===== config.mk =====
export PLATFORM = sky130hd
export DESIGN_NAME = index_free_list_pool
export DESIGN_NICKNAME = d
export VERILOG_FILES = /design/src/ifl_pkg.sv /design/src/ifl_link_ram.sv /design/src/ifl_seq.sv /design/src/index_free_list_pool.sv
export SDC_FILE = /design/constraint.sdc
export NUM_CORES = 1
export LEC_CHECK = 0
export ABC_AREA = 1
export CAP_MARGIN = 10
export CORE_UTILIZATION = 64
export DETAILED_ROUTE_END_ITERATION = 10
export DONT_BUFFER_PORTS = 1
export GPL_ROUTABILITY_DRIVEN = 0
export PLACE_DENSITY = 0.79
export RECOVER_POWER = 50
export SLEW_MARGIN = 20
export SYNTH_ARGS = -nofsm -noshare
export SYNTH_HDL_FRONTEND = slang
export SYNTH_SLANG_ARGS = --single-unit

===== constraint.sdc =====
create_clock -name clk -period 4 [get_ports clk]
set_input_delay 0.2 -clock clk [delete_from_list [all_inputs] [get_ports clk]]
set_output_delay 0.2 -clock clk [all_outputs]
set_load 0.05 [all_outputs]

===== src/ifl_pkg.sv =====
// Shared types, constants and codes for the index free-list pool.
// No dependencies; every other file imports this package.
`default_nettype none

package ifl_pkg;

    localparam int POOL_DEPTH = 64;
    localparam int IDX_W      = 6;
    localparam int LINK_W     = 7;
    localparam int CNT_W      = 7;
    localparam int SIZE_W     = 7;

    localparam logic [LINK_W-1:0] LINK_NONE = '1;

    localparam logic [1:0] OP_ACQUIRE = 2'd0;
    localparam logic [1:0] OP_RELEASE = 2'd1;
    localparam logic [1:0] OP_AUDIT   = 2'd2;

    localparam logic [1:0] ST_OK     = 2'd0;
    localparam logic [1:0] ST_EMPTY  = 2'd1;
    localparam logic [1:0] ST_BADIDX = 2'd2;
    localparam logic [1:0] ST_AUDIT  = 2'd3;

    typedef struct packed {
        logic              clear;
        logic              wr_en;
        logic [IDX_W-1:0]  wr_addr;
        logic [LINK_W-1:0] wr_data;
        logic [IDX_W-1:0]  rd_addr;
    } ifl_ram_req_t;

    typedef struct packed {
        logic [CNT_W-1:0] free_count;
        logic [1:0]       status;
        logic [IDX_W-1:0] slot_index;
    } ifl_result_t;

    function automatic logic [LINK_W-1:0] link_reset(input logic [IDX_W-1:0] addr);
        logic [LINK_W-1:0] val;
        if (addr == '0)
            val = LINK_NONE;
        else
            val = {1'b0, addr} - LINK_W'(1);
        return val;
    endfunction

endpackage

`default_nettype wire


===== src/ifl_link_ram.sv =====
// Next-link store of the free list with per-entry valid bits.
// Depends on ifl_pkg; an entry never written since a clear reads as its rebuild value.
`default_nettype none

module ifl_link_ram
    import ifl_pkg::*;
(
    input  wire logic               clk,
    input  wire logic               rst_n,
    input  wire ifl_ram_req_t       req,
    output logic [LINK_W-1:0]       rd_data
);

    logic [LINK_W-1:0]     mem [POOL_DEPTH];
    logic [POOL_DEPTH-1:0] valid_reg;
    logic [LINK_W-1:0]     rd_data_reg;
    logic                  rd_valid_reg;
    logic [IDX_W-1:0]      rd_addr_reg;

    always_ff @(posedge clk)
    begin
        if (req.wr_en)
        begin
            mem[req.wr_addr] <= req.wr_data;
        end
        rd_data_reg  <= mem[req.rd_addr];
        rd_valid_reg <= valid_reg[req.rd_addr];
        rd_addr_reg  <= req.rd_addr;
    end

    always_ff @(posedge clk or negedge rst_n)
    begin
        if (!rst_n)
        begin
            valid_reg <= '0;
        end
        else if (req.clear)
        begin
            valid_reg <= '0;
        end
        else if (req.wr_en)
        begin
            valid_reg[req.wr_addr] <= 1'b1;
        end
    end

    assign rd_data = rd_valid_reg ? rd_data_reg : link_reset(rd_addr_reg);

endmodule

`default_nettype wire


===== src/ifl_seq.sv =====
// Request sequencer: head register, audit walker and one shared range compare.
// Depends on ifl_pkg; drives the link store and hands results to the output stage.
`default_nettype none

module ifl_seq
    import ifl_pkg::*;
(
    input  wire logic              clk,
    input  wire logic              rst_n,
    input  wire logic              req_valid,
    output logic                   req_ready,
    input  wire logic [1:0]        opcode,
    input  wire logic [IDX_W-1:0]  release_index,
    input  wire logic [SIZE_W-1:0] size,
    input  wire logic              rebuild,
    input  wire logic [SIZE_W-1:0] rebuild_size,
    output ifl_ram_req_t           ram_req,
    input  wire logic [LINK_W-1:0] ram_rd_data,
    output logic                   res_valid,
    input  wire logic              res_take,
    output ifl_result_t            res
);

    typedef enum logic [2:0] {
        S_IDLE,
        S_ACQ,
        S_WALK,
        S_WALK_RD,
        S_RESP
    } state_t;

    state_t            state_reg, state_next;
    logic [LINK_W-1:0] head_reg, head_next;
    logic [LINK_W-1:0] cur_reg, cur_next;
    logic [CNT_W-1:0]  count_reg, count_next;
    ifl_result_t       res_reg, res_next;

    logic [LINK_W-1:0] cmp_val;
    logic              in_range;
    logic              accept;
    logic              walk_end;

    assign accept    = req_valid && (state_reg == S_IDLE);
    assign req_ready = (state_reg == S_IDLE);
    assign res_valid = (state_reg == S_RESP);
    assign res       = res_reg;

    always_comb
    begin
        if (state_reg == S_IDLE)
            cmp_val = (opcode == OP_RELEASE) ? {1'b0, release_index} : head_reg;
        else
            cmp_val = cur_reg;
    end

    assign in_range = cmp_val < size;
    assign walk_end = !in_range || (count_reg == CNT_W'(size));

    always_comb
    begin
        state_next = state_reg;
        head_next  = head_reg;
        cur_next   = cur_reg;
        count_next = count_reg;
        res_next   = res_reg;

        ram_req.clear   = rebuild;
        ram_req.wr_en   = 1'b0;
        ram_req.wr_addr = release_index;
        ram_req.wr_data = head_reg;
        ram_req.rd_addr = head_reg[IDX_W-1:0];

        case (state_reg)
            S_IDLE:
            begin
                if (accept)
                begin
                    res_next   = '0;
                    state_next = S_RESP;
                    case (opcode)
                        OP_ACQUIRE:
                        begin
                            if (in_range)
                                state_next = S_ACQ;
                            else
                                res_next.status = ST_EMPTY;
                        end
                        OP_RELEASE:
                        begin
                            if (in_range)
                            begin
                                ram_req.wr_en = 1'b1;
                                head_next     = {1'b0, release_index};
                            end
                            else
                            begin
                                res_next.status = ST_BADIDX;
                            end
                        end
                        OP_AUDIT:
                        begin
                            cur_next   = head_reg;
                            count_next = '0;
                            state_next = S_WALK;
                        end
                        default:
                        begin
                            state_next = S_RESP;
                        end
                    endcase
                end
            end
            S_ACQ:
            begin
                res_next.slot_index = head_reg[IDX_W-1:0];
                head_next           = ram_rd_data;
                state_next          = S_RESP;
            end
            S_WALK:
            begin
                ram_req.rd_addr = cur_reg[IDX_W-1:0];
                if (walk_end)
                begin
                    res_next.free_count = count_reg;
                    if (cur_reg != LINK_NONE || count_reg != CNT_W'(size))
                        res_next.status = ST_AUDIT;
                    state_next = S_RESP;
                end
                else
                begin
                    count_next = count_reg + CNT_W'(1);
                    state_next = S_WALK_RD;
                end
            end
            S_WALK_RD:
            begin
                cur_next   = ram_rd_data;
                state_next = S_WALK;
            end
            S_RESP:
            begin
                if (res_take)
                    state_next = S_IDLE;
            end
            default:
            begin
                state_next = S_IDLE;
            end
        endcase

        if (rebuild)
            head_next = rebuild_size - LINK_W'(1);
    end

    always_ff @(posedge clk or negedge rst_n)
    begin
        if (!rst_n)
        begin
            state_reg <= S_IDLE;
            head_reg  <= LINK_W'(POOL_DEPTH - 1);
            cur_reg   <= '0;
            count_reg <= '0;
            res_reg   <= '0;
        end
        else
        begin
            state_reg <= state_next;
            head_reg  <= head_next;
            cur_reg   <= cur_next;
            count_reg <= count_next;
            res_reg   <= res_next;
        end
    end

endmodule

`default_nettype wire


===== src/index_free_list_pool.sv =====
// Index free-list pool: acquire reads the head's link in S_ACQ; release and unused opcodes go
// straight to the response; audit alternates S_WALK and S_WALK_RD per slot walked (up to
// pool_size), as the one-read link store is revisited per step. One request is in work at
// a time; a finished result waits in the output register while the next request is taken.
// Reset, and any pool_size write, rebuild the list at once (all valid bits clear together).
// Depends on ifl_pkg, ifl_link_ram and ifl_seq.
`default_nettype none

module index_free_list_pool
    import ifl_pkg::*;
(
    input  wire logic        clk,
    input  wire logic        rst_n,
    input  wire logic        s_tvalid,
    output logic             s_tready,
    input  wire logic [7:0]  s_tdata,      // [1:0] opcode, [7:2] release_index
    output logic             m_tvalid,
    input  wire logic        m_tready,
    output logic [15:0]      m_tdata,      // [5:0] slot_index, [7:6] status, [14:8] free_count
    input  wire logic        cfg_wr_en,
    input  wire logic [6:0]  cfg_wr_data
);

    logic [SIZE_W-1:0] size_reg, size_next;
    logic              m_tvalid_reg;
    logic [15:0]       m_tdata_reg;

    ifl_ram_req_t      ram_req;
    logic [LINK_W-1:0] ram_rd_data;
    logic              res_valid;
    logic              res_take;
    ifl_result_t       res;

    always_comb
    begin
        if (cfg_wr_data == '0)
            size_next = SIZE_W'(1);
        else if (cfg_wr_data > SIZE_W'(POOL_DEPTH))
            size_next = SIZE_W'(POOL_DEPTH);
        else
            size_next = cfg_wr_data;
    end

    assign res_take = res_valid && (!m_tvalid_reg || m_tready);

    always_ff @(posedge clk or negedge rst_n)
    begin
        if (!rst_n)
        begin
            size_reg     <= SIZE_W'(POOL_DEPTH);
            m_tvalid_reg <= 1'b0;
        end
        else
        begin
            if (cfg_wr_en)
                size_reg <= size_next;
            if (res_take)
                m_tvalid_reg <= 1'b1;
            else if (m_tready)
                m_tvalid_reg <= 1'b0;
        end
    end

    always_ff @(posedge clk)
    begin
        if (res_take)
            m_tdata_reg <= {1'b0, res.free_count, res.status, res.slot_index};
    end

    assign m_tvalid = m_tvalid_reg;
    assign m_tdata  = m_tdata_reg;

    ifl_seq u_seq (
        .clk           (clk),
        .rst_n         (rst_n),
        .req_valid     (s_tvalid),
        .req_ready     (s_tready),
        .opcode        (s_tdata[1:0]),
        .release_index (s_tdata[7:2]),
        .size          (size_reg),
        .rebuild       (cfg_wr_en),
        .rebuild_size  (size_next),
        .ram_req       (ram_req),
        .ram_rd_data   (ram_rd_data),
        .res_valid     (res_valid),
        .res_take      (res_take),
        .res           (res)
    );

    ifl_link_ram u_link_ram (
        .clk     (clk),
        .rst_n   (rst_n),
        .req     (ram_req),
        .rd_data (ram_rd_data)
    );

endmodule

`default_nettype wire


# Yosys cells after proc, flatten, opt, wreduce, memory -nomap -nowiden
# Memories as Yosys holds them, arrays and structs flattened. A register that Yosys moved wholly into a read port is not among the register bits.
# Cells that the tools add are included.
dict set report word_totals {
  mem_bits_rw 448
  in_bits 20
  regBits 133
  wordCells 113
  mem_count 1
  out_inout_bits 18
}
dict set report op_classes {
  add_sub_neg 3
  bitwise_logic 1
  muxes 47
  n_eq_ne 18
  n_reduce_logical 25
  order_cmp 5
}
# name depth word_bits read_ports rd_clocked_by_memory_dff wr line_no
set memory_table {}
lappend memory_table {u_link_ram.mem 64 7 1 1 1 ifl_link_ram.sv:14} ;# logic [LINK_W-1:0] mem [POOL_DEPTH];
# op n
set ops {}
lappend ops {{$mux 64} 2}
lappend ops {{$mux 7} 15}
lappend ops {{$or 64x64->64} 1}
lappend ops {{$pmux 7 s2} 3}
lappend ops {{$pmux 9 s2} 1}
lappend ops {{$mux 15} 1}
lappend ops {{$pmux 3 s5} 1}
lappend ops {{$lt 6x7->1 const B} 2}
lappend ops {{$mux 3} 4}
lappend ops {{$pmux 6 s2} 1}
lappend ops {{$reduce_and 4->1} 3}
lappend ops {{$mux 1} 11}
lappend ops {{$ne 2x1->1 const B} 5}
lappend ops {{$reduce_bool 2->1} 5}
lappend ops {{$mux 9} 1}
lappend ops {{$ne 3x1->1 const B} 3}
lappend ops {{$add 7x1->7 const B} 1}
lappend ops {{$eq 7x7->1} 1}
lappend ops {{$gt 7x7->1 const B} 1}
lappend ops {{$logic_not 7->1} 1}
lappend ops {{$lt 7x7->1} 1}
lappend ops {{$ne 7x7->1} 1}
lappend ops {{$ne 7x7->1 const B} 1}
lappend ops {{$sub 6x1->7 const B} 1}
lappend ops {{other kinds (23)} 32}

# Logic depth before layout (Yosys ltp)
# Gate-level depths: netlist of the first run.
dict set report depth {
  ltp_word 10
  ltp_mapped 18
  depth_no_buf 15
}

# Modules after synthesis
# Synthesis of the first run repeated with hierarchy kept, for this count alone.
dict set report hier_totals {
  cells_unflattened 2455
  area_unflattened_um2 25490.7
}
# mod n_inst cells_each area_per_inst_um2
set modules_own_cells {}
lappend modules_own_cells {ifl_link_ram 1 2022 21952.3}
lappend modules_own_cells {ifl_seq 1 360 2658.8}
lappend modules_own_cells {index_free_list_pool 1 73 879.6}

# Worst setup path after synthesis of the first run
# No wires, ideal clock.
dict set report synth_path {
  path_type {flip-flop to flip-flop}
  from {register u_seq.head_reg[6]}
  to {memory u_link_ram.mem[0][0] (enable)}
  stages_incl_launch_ff 12
  synth_period_minus_slack_ns 3.373
  required_time_ns 3.640
  t_arrival_ns 3.013
  path_buffers 1
  setup_slack_ns 0.627
  path_cell_list {dfrtp_1 > nand3_1 > o21ai_0 > ha_1 > nand2_1 > nor2_1 > a211oi_1 > nand2_2 > nor3_4 > buf_6 > nand3_4 > nor2_1}
}
dict set report synth_between {
  elab_chain_cells 9
}
# element line_no
set synth_rtl {}
lappend synth_rtl {{start: declaration} ifl_seq.sv:33} ;# logic [LINK_W-1:0] head_reg, head_next;
lappend synth_rtl {{start signal: assignment} ifl_seq.sv:160} ;# head_reg <= LINK_W'(POOL_DEPTH - 1);
lappend synth_rtl {{start signal: assignment} ifl_seq.sv:168} ;# head_reg <= head_next;
lappend synth_rtl {{$mux 7} ifl_seq.sv:51} ;# cmp_val = (opcode == OP_RELEASE) ? {1'b0, release_index} : head_reg;
lappend synth_rtl {{$mux 7} ifl_seq.sv:50} ;# if (state_reg == S_IDLE)
lappend synth_rtl {{$lt 7x7->1} ifl_seq.sv:56} ;# assign in_range = cmp_val < size;
lappend synth_rtl {{$mux 1} ifl_seq.sv:90} ;# if (in_range)
lappend synth_rtl {{$mux 1} ifl_seq.sv:80} ;# case (opcode)
lappend synth_rtl {{$mux 1} ifl_seq.sv:76} ;# if (accept)
lappend synth_rtl {{$mux 1} ifl_seq.sv:73} ;# case (state_reg)
lappend synth_rtl {{$mux 1} ifl_link_ram.sv:22} ;# if (req.wr_en)
lappend synth_rtl {{$mux 1 (implied by the code)} ifl_link_ram.sv:24} ;# mem[req.wr_addr] <= req.wr_data;
lappend synth_rtl {{end: declaration} ifl_link_ram.sv:14}
# Every way passes these cells.

# Final worst setup path of the first run
dict set report layout_path {
  from {register u_seq.state_reg[1]}
  to {memory u_link_ram.mem[3][5] (enable)}
}
dict set report layout_between {
  elab_chain_cells 9
}
# element line_no
set layout_rtl {}
lappend layout_rtl {{start: declaration} ifl_seq.sv:32} ;# state_t state_reg, state_next;
lappend layout_rtl {{start signal: assignment} ifl_seq.sv:167} ;# state_reg <= state_next;
lappend layout_rtl {{$logic_not 3->1 (*)} n/a}
lappend layout_rtl {{net s_tready} index_free_list_pool.sv:15} ;# output logic s_tready,
lappend layout_rtl {{$mux 7} ifl_seq.sv:50}
lappend layout_rtl {{$lt 7x7->1} ifl_seq.sv:56}
lappend layout_rtl {{$mux 1} ifl_seq.sv:90}
lappend layout_rtl {{$mux 1} ifl_seq.sv:80}
lappend layout_rtl {{$mux 1} ifl_seq.sv:76}
lappend layout_rtl {{$mux 1 (*)} ifl_seq.sv:73}
lappend layout_rtl {{$mux 1 (*)} ifl_link_ram.sv:22}
lappend layout_rtl {{$mux 1 (implied by the code) (*)} ifl_link_ram.sv:24}
# Mark *: on every way through the listed nets, which the timed path passes. The rest lies on a longest branch.

==> impl_metrics.env, run 1 <==
export IMPL_status="complete, but fails checks"
export IMPL_violations="capacitance limit, slew limit"
export IMPL_tightest_slew_ns=2.79
export IMPL_postRouteAntennaNets=0
export IMPL_num_rows=75
export IMPL_drive_gt1_share_pct=6.02
export IMPL_grt_pass1_wl_mm=110
export IMPL_finalNetCount=3042
export IMPL_grt_max_degree=113
export IMPL_drt_vias_per_instance=5.91
export IMPL_endpoint_kind="register"
export IMPL_critPathKind="register to register"
export IMPL_synth_top_area_share_pct=50.5
export IMPL_largest_reg_flops=448
export IMPL_slew_viol_final=636
export IMPL_post_route_min_period_ns=3.76
export IMPL_synth_edf_count=463
export IMPL_cts_buffer_depth=3
export IMPL_drt_iter0_drc=2496
export IMPL_clock_latency_ns=0.64
export IMPL_io_pins=38
export IMPL_grt_antenna_before_repair=0
export IMPL_cap_viol_max_count=9
export IMPL_clockRootBuffer="clkbuf_16"
export IMPL_grt_pass1_vias=20300
export IMPL_vdd_drop_max_uv=655
export IMPL_wl_per_cell_um=19.7
export IMPL_synthToLayoutAreaGrowth_pct=10.4
export IMPL_cp_max_fo=11
export IMPL_postCtsSetupRepairBufs=0
export IMPL_syn_avg_cell_area_um2=9.13
export IMPL_fp_dieH_um=209
export IMPL_p_leak_nw=13.6
export IMPL_worstPathRequired_ns=4.27
export IMPL_fin_worst_skew_ns=0.0186
export IMPL_synthFlopType="edfxtp_1"
export IMPL_slew_headroom_pct=-86.1
export IMPL_synth_net_count=3044
export IMPL_vias=21200
export IMPL_grt_overflow_total=0
export IMPL_die_w_um=209
export IMPL_synth_area_um2=27500
export IMPL_post_route_util_pct=72.1
export IMPL_design_area_um2=30400
export IMPL_setup_viol=0
export IMPL_start_util_pct=65.3
export IMPL_hold_viol=0
export IMPL_cts_clk_slew_worst_paths_ns=0.06
export IMPL_cts_tree="done"
export IMPL_globalRouteTotalUtil_pct=32.8
export IMPL_cts_sinks=588
export IMPL_ys_ff_latch=588
export IMPL_yosysWarnings=0
export IMPL_period_share_pct=94.1
export IMPL_hp_class="primary input to register"
export IMPL_rsz0062_at_grt="true"
export IMPL_fin_setup_tns_ns=0
export IMPL_synth_top_cells_by_area="edfxtp_1 (51%), nand2_1 (12%), nand3_1 (11%)"
export IMPL_numCtsBuffers=57
export IMPL_max_freq_ghz=0.266
export IMPL_place_area_um2=28100
export IMPL_yosys_area_top_type="edfxtp_1"
export IMPL_drc=0
export IMPL_async_flop_share_pct=18.9
export IMPL_hpwlAfterDp_mm=41.6
export IMPL_dr_pass1_iters=6
export IMPL_syn_inst=3014
export IMPL_cp_arrival_ns=4.04
export IMPL_startpoint_type="register"
export IMPL_core_area_um2=42100
export IMPL_h_tree_depth=2
export IMPL_n_antenna_cell=0
export IMPL_dieArea_um2=43800
export IMPL_yosysSeqAreaShare_pct=61.7
export IMPL_drt_total_wl_mm=70.9
export IMPL_port_buffers=0
export IMPL_power_density_nw_per_um2=736
export IMPL_ys_types=45
==> path summary, 6_finish.rpt <==
check / to / slack [ns] / cells after the start / from
setup / recovery: u_link_ram.mem[3][5] / 0.24 / 13 / u_seq.state_reg[1]
hold / removal: u_link_ram.valid_reg[38] / 0.02 / 6 / s_tdata[5]
max in group asynchronous: u_seq.head_reg[6] / 1.17 / 2 / rst_n
setup reg to reg: u_link_ram.mem[3][5] / 0.24 / 13 / u_seq.state_reg[1]
hold reg to reg: m_tdata[7] / 0.46 / 0 / u_seq.res[7]
min in group asynchronous: u_seq.count_reg[0] / 1.01 / 2 / rst_n
==> worst max-delay path: stages (launching register included) <==
cell	delay [ns]
dfrtp_1	0.47
nor2_4	0.17
nand2_4	0.11
inv_2	0.32
o21ai_0	0.15
ha_1	0.31
a21oi_1	0.14
nor2_1	0.05
a211oi_1	0.34
nand2_2	0.15
nor3_4	0.17
buf_12	0.19
nand2_2	0.27
nor2_1	0.55
==> cell usage after synthesis (all sizes together), types with 2 or more instances <==
| cell type | count |
|---|---|
| a21oi | 20 |
| xor2 | 7 |
| dfxtp | 14 |
| nand4 | 16 |
| clkinv | 6 |
| or2 | 4 |
| a221oi | 2 |
| clkbuf | 58 |
| o211ai | 6 |
| nand3b | 9 |
| o21ai | 56 |
| buf | 89 |
| nor2 | 122 |
| nor3 | 12 |
| a22o | 4 |
| dfrtp | 104 |
| dfstp | 7 |
| nand3 | 618 |
| ha | 10 |
| nand2 | 888 |
| inv | 485 |
| o22ai | 6 |
| edfxtp | 463 |
==> stage by stage <==
step | setup slack, ns | instances | total power (W) | hold WS (ns)
3_5_place_dp | 0.274 | 3466 | 0.0163 | -0.0912
5_1_grt | -0.0353 | 3593 | 0.0234 | 0.0403
3_3_place_gp | 0.361 | 3466 | 0.0162 | -0.0924
2_1_floorplan | 0.627 | 3014 | 0.0136 | -0.0956
6_report | 0.237 | 3593 | 0.0223 | 0.0216
4_1_cts | 0.243 | 3593 | 0.0222 | 0.00200
==> final cells by class <==
type,count,area [um2]
multi-input cells,1788,8100
flip-flops and latches,588,17000
repair buffers,86,788
well taps,539,674
clock buffers,73,1560
fillers,2924,11800
inverters,491,1850
clock inverters,28,435
==> layout by cell type (no fill, tap or decap), types with 16 or more instances in the layout <==
master,instances
dlygate4sd3_1,25
clkbuf_16,58
nor2_1,118
o21ai_0,50
edfxtp_1,463
buf_4,45
a21oi_1,20
nand3_1,609
nand4_1,16
nand2_1,882
inv_1,477
dfrtp_1,103
==> routing by layer <==
layer	wire [um]	up-vias	share of wire, %	track usage (%)
li1	-	9775	-	-
met1	26800	9938	38	42.9
met2	33300	1273	47	54.0
met3	7440	260	10	5.85
met4	3280	0	4.6	15.0
met5	0	-	0	0
==> cell families (layout without fill, tap and decap cells) <==
kind of cell	after synthesis	count (layout)	synth area share, %
fa+ha+maj	10	10	0.455
compound gates	99	99	2.04
flops	588	588	61.7
simple gates	1671	1671	26.4
buf+inv	638	678	9.15
xor+xnor	7	7	0.223
other cells	1	1	0.0136
==> where the power goes <==
part	internal [W]	total, W	switching (W)
clock	0.00345	0.00573	0.00229
combinational	0.00228	0.00871	0.00643
sequential	0.00755	0.00790	0.000352
==> timing repair <==
item	in CTS	in global routing
hold endpoints to repair	146	0
hold buffers	26	0
setup endpoints to repair	0	35
gates resized for setup	0	2
Power figures use the tool's default switching activity.
==> run 2, diff against run 1 <==
ABC_AREA = not set   (was 1)
CORE_UTILIZATION = 63   (was 64)
PLACE_DENSITY = 0.78   (was 0.79)
==> run 2 against run 1 <==
The run still ends with capacitance limit, slew limit left. Critical path depth shrank 5. Maximum frequency shrank 3.5%. Setup slack lost 0.14 ns.
==> impl_metrics.env, run 2 <==
export IMPL_status="complete, but fails checks"
export IMPL_post_route_min_period_ns=3.90
export IMPL_design_area_um2=28200
export IMPL_synth_most_common_cell="edfxtp_1"
export IMPL_drt_total_wl_mm=66.4
export IMPL_cp_cell_sequence="clkbuf_1, or3b_2, buf_4, mux2i_4, buf_4, nand3_1, a31oi_1, a41oi_1"
export IMPL_port_buffers=0
export IMPL_h_tree_depth=2
export IMPL_cap_viol_max_count=7
export IMPL_syn_inst=1970
export IMPL_cts_tree="done"
export IMPL_dp_slack_ns=0.0735
export IMPL_switching_share_pct=38.4
export IMPL_hold_viol=0
export IMPL_die_w_um=200
export IMPL_synthFlopType="edfxtp_1"
export IMPL_synth_edf_count=463
export IMPL_dieArea_um2=40200
export IMPL_fin_total_pwr_w=0.0205
export IMPL_slew_viol_final=429
export IMPL_drt_vias_per_instance=6.63
export IMPL_cp_common_cell="buf_4"
export IMPL_ys_ff_latch=588
export IMPL_grt_pass1_vias=16800
export IMPL_clock_latency_ns=0.62
export IMPL_grt_max_degree=140
export IMPL_startpoint_type="register"
export IMPL_grt_antenna_before_repair=3
export IMPL_yosys_area_top_type="edfxtp_1"
export IMPL_worstPathRequired_ns=4.43
export IMPL_fin_worst_skew_ns=0.0242
export IMPL_layout_commonest_cell="edfxtp_1"
export IMPL_largest_reg_flops=448
export IMPL_combPwrFrac_pct=35.8
export IMPL_hp_class="primary input to register"
export IMPL_vias=17300
export IMPL_cts_buffer_depth=3
export IMPL_post_route_util_pct=72.7
export IMPL_max_freq_ghz=0.256
export IMPL_slowest_stage="mux2i_4"
export IMPL_numCtsBuffers=56
export IMPL_cp_max_fo=34
export IMPL_cp_arrival_ns=4.34
export IMPL_finalNonFillerCells=2604
export IMPL_postRouteAntennaNets=0
export IMPL_cts_clk_slew_worst_paths_ns=0.07
export IMPL_place_area_um2=26100
export IMPL_p_seq_share_pct=38.9
export IMPL_critPathKind="register to register"
export IMPL_fp_dieH_um=200
export IMPL_synth_top_area_share_pct=56.1
export IMPL_grt_pass1_wl_mm=99.0
export IMPL_synth_area_um2=24800
export IMPL_globalRouteTotalUtil_pct=32.8
export IMPL_power_density_nw_per_um2=730
export IMPL_drc=0
export IMPL_vdd_drop_max_uv=476
export IMPL_grt_overflow_total=0
export IMPL_clockRootBuffer="clkbuf_16"
export IMPL_synth_commonest_cells="edfxtp_1 (463), nand2_1 (453), nand3_1 (130)"
export IMPL_period_share_pct=97.5
export IMPL_ys_types=66
export IMPL_p_int_w=0.0127
export IMPL_setup_ws_ns=0.0990
export IMPL_violations="capacitance limit, slew limit"
export IMPL_n_antenna_cell=0
export IMPL_setup_viol=0
export IMPL_drive_gt1_share_pct=13.0
export IMPL_place_inst=2473
export IMPL_clkPwrFrac_pct=25.3
export IMPL_p_leak_nw=10.3
export IMPL_syn_avg_cell_area_um2=12.6
export IMPL_tightest_slew_ns=2.96
export IMPL_finalNetCount=2069
export IMPL_synthToLayoutAreaGrowth_pct=13.5
export IMPL_yosysSeqAreaShare_pct=68.4
export IMPL_cts_sinks=588
export IMPL_rsz0062_at_grt="false"
export IMPL_start_util_pct=64.0
export IMPL_yosysWarnings=0
export IMPL_wl_per_cell_um=25.5
export IMPL_slew_headroom_pct=-97.0
export IMPL_async_flop_share_pct=18.9
export IMPL_p_switching_w=0.00789
export IMPL_io_pins=38
export IMPL_worst_path_largest_cell_delay_ns=0.63
export IMPL_hpwlAfterDp_mm=38.2
export IMPL_dr_pass1_iters=6
export IMPL_drt_iter0_drc=2406
export IMPL_mostFrequentLayoutCells="edfxtp_1 (463), nand2_1 (453), nand3_1 (130)"
export IMPL_endpoint_kind="register"
export IMPL_num_rows=72
export IMPL_synth_top_cells_by_area="edfxtp_1 (56%), dfrtp_1 (10%), nand2_1 (6.9%)"
export IMPL_core_area_um2=38700
export IMPL_synth_net_count=2000
[run 2: cell types whose count changed after synthesis, moves of 31 or more]
cell	delta
nand3_1	-480
inv_1	-444
nand2_1	-430
mux2i_1	+112
nor2_1	-90
a31oi_1	+72
nor3_1	+43
a32oi_1	+34
o2bb2ai_1	+32
o21a_1	+31
[run 2: final timing paths]
| path | start | endpoint | slack [ns] | depth (start not counted) |
|---|---|---|---|---|
| min | cfg_wr_data[0] | size_reg[0] | 0.03 | 3 |
| max in group asynchronous | rst_n | u_seq.head_reg[6] | 0.94 | 2 |
| min in group asynchronous | rst_n | u_link_ram.valid_reg[7] | 1.19 | 2 |
| max | u_seq.state_reg[0] | u_link_ram.rd_data_reg[1] | 0.1 | 8 |
| min reg2reg | u_seq.res[12] | m_tdata[12] | 0.44 | 0 |
| max reg2reg | u_seq.state_reg[0] | u_link_ram.rd_data_reg[1] | 0.1 | 8 |
[run 2: worst max-delay path, delay by kind of cell (launching register included)]
family	cells	cell delay, ns
buf+inv	3	1.23
compound gates	2	0.75
simple gates	2	0.73
flops	1	0.35
mux	1	0.63
[run 2: through the flow]
| step | hold slack, ns | TNS [ns] |
|---|---|---|
| after floorplan | -0.0956 | -2.96 |
| after global placement | -0.0936 | 0 |
| after detailed placement | -0.0929 | 0 |
| after CTS | 0.00853 | 0 |
| after global routing | 0.0326 | 0 |
| final | 0.0282 | 0 |
[run 2: timing repair]
item / CTS / global route
hold endpoints to repair: 276 / 0
hold buffers: 24 / 0
resized for setup: 0 / 4
endpoints found under the setup margin: 0 / 57
buffers inserted: 0 / 2
[run 2: layout make-up]
type / count / area, um2
well taps: 518 / 648
flip-flops and latches: 588 / 17000
repair buffers: 144 / 1250
clock buffers: 75 / 1520
inverters: 36 / 140
fillers: 2492 / 10600
multi-input cells: 1213 / 7350
clock inverters: 30 / 269
[run 2: per-layer routing]
metal  track usage [%]  wire length [um]  up-vias  share of wire, %
li1                  -                 -     7446                 -
met1              43.6             24400     8374                37
met2              51.5             30600     1211                46
met3              8.05              8030      241                12
met4              15.1              3400        2               5.1
met5                 0                13        -             0.020
[run 2: kinds of logic after synthesis]
logic type	Yosys count	share of synthesized area (%)
other	1	0.0151
and+or+nand+nor	781	14.2
adders and majority gates	10	0.505
muxes	122	5.01
AOI/OAI and AO/OA	284	8.33
buffers and inverters	169	2.96
xor gates and xnor gates	15	0.530
DFF	588	68.4
[run 2: power by group through the flow]
stage	Clock, W	Sequential, W	Combinational (W)
final	0.00520	0.00799	0.00736
after detailed placement	0	0.00806	0.00701
after floorplan	0	0.00823	0.00428
after global placement	0	0.00805	0.00686
after global routing	0.00547	0.00801	0.00776
after CTS	0.00522	0.00795	0.00716
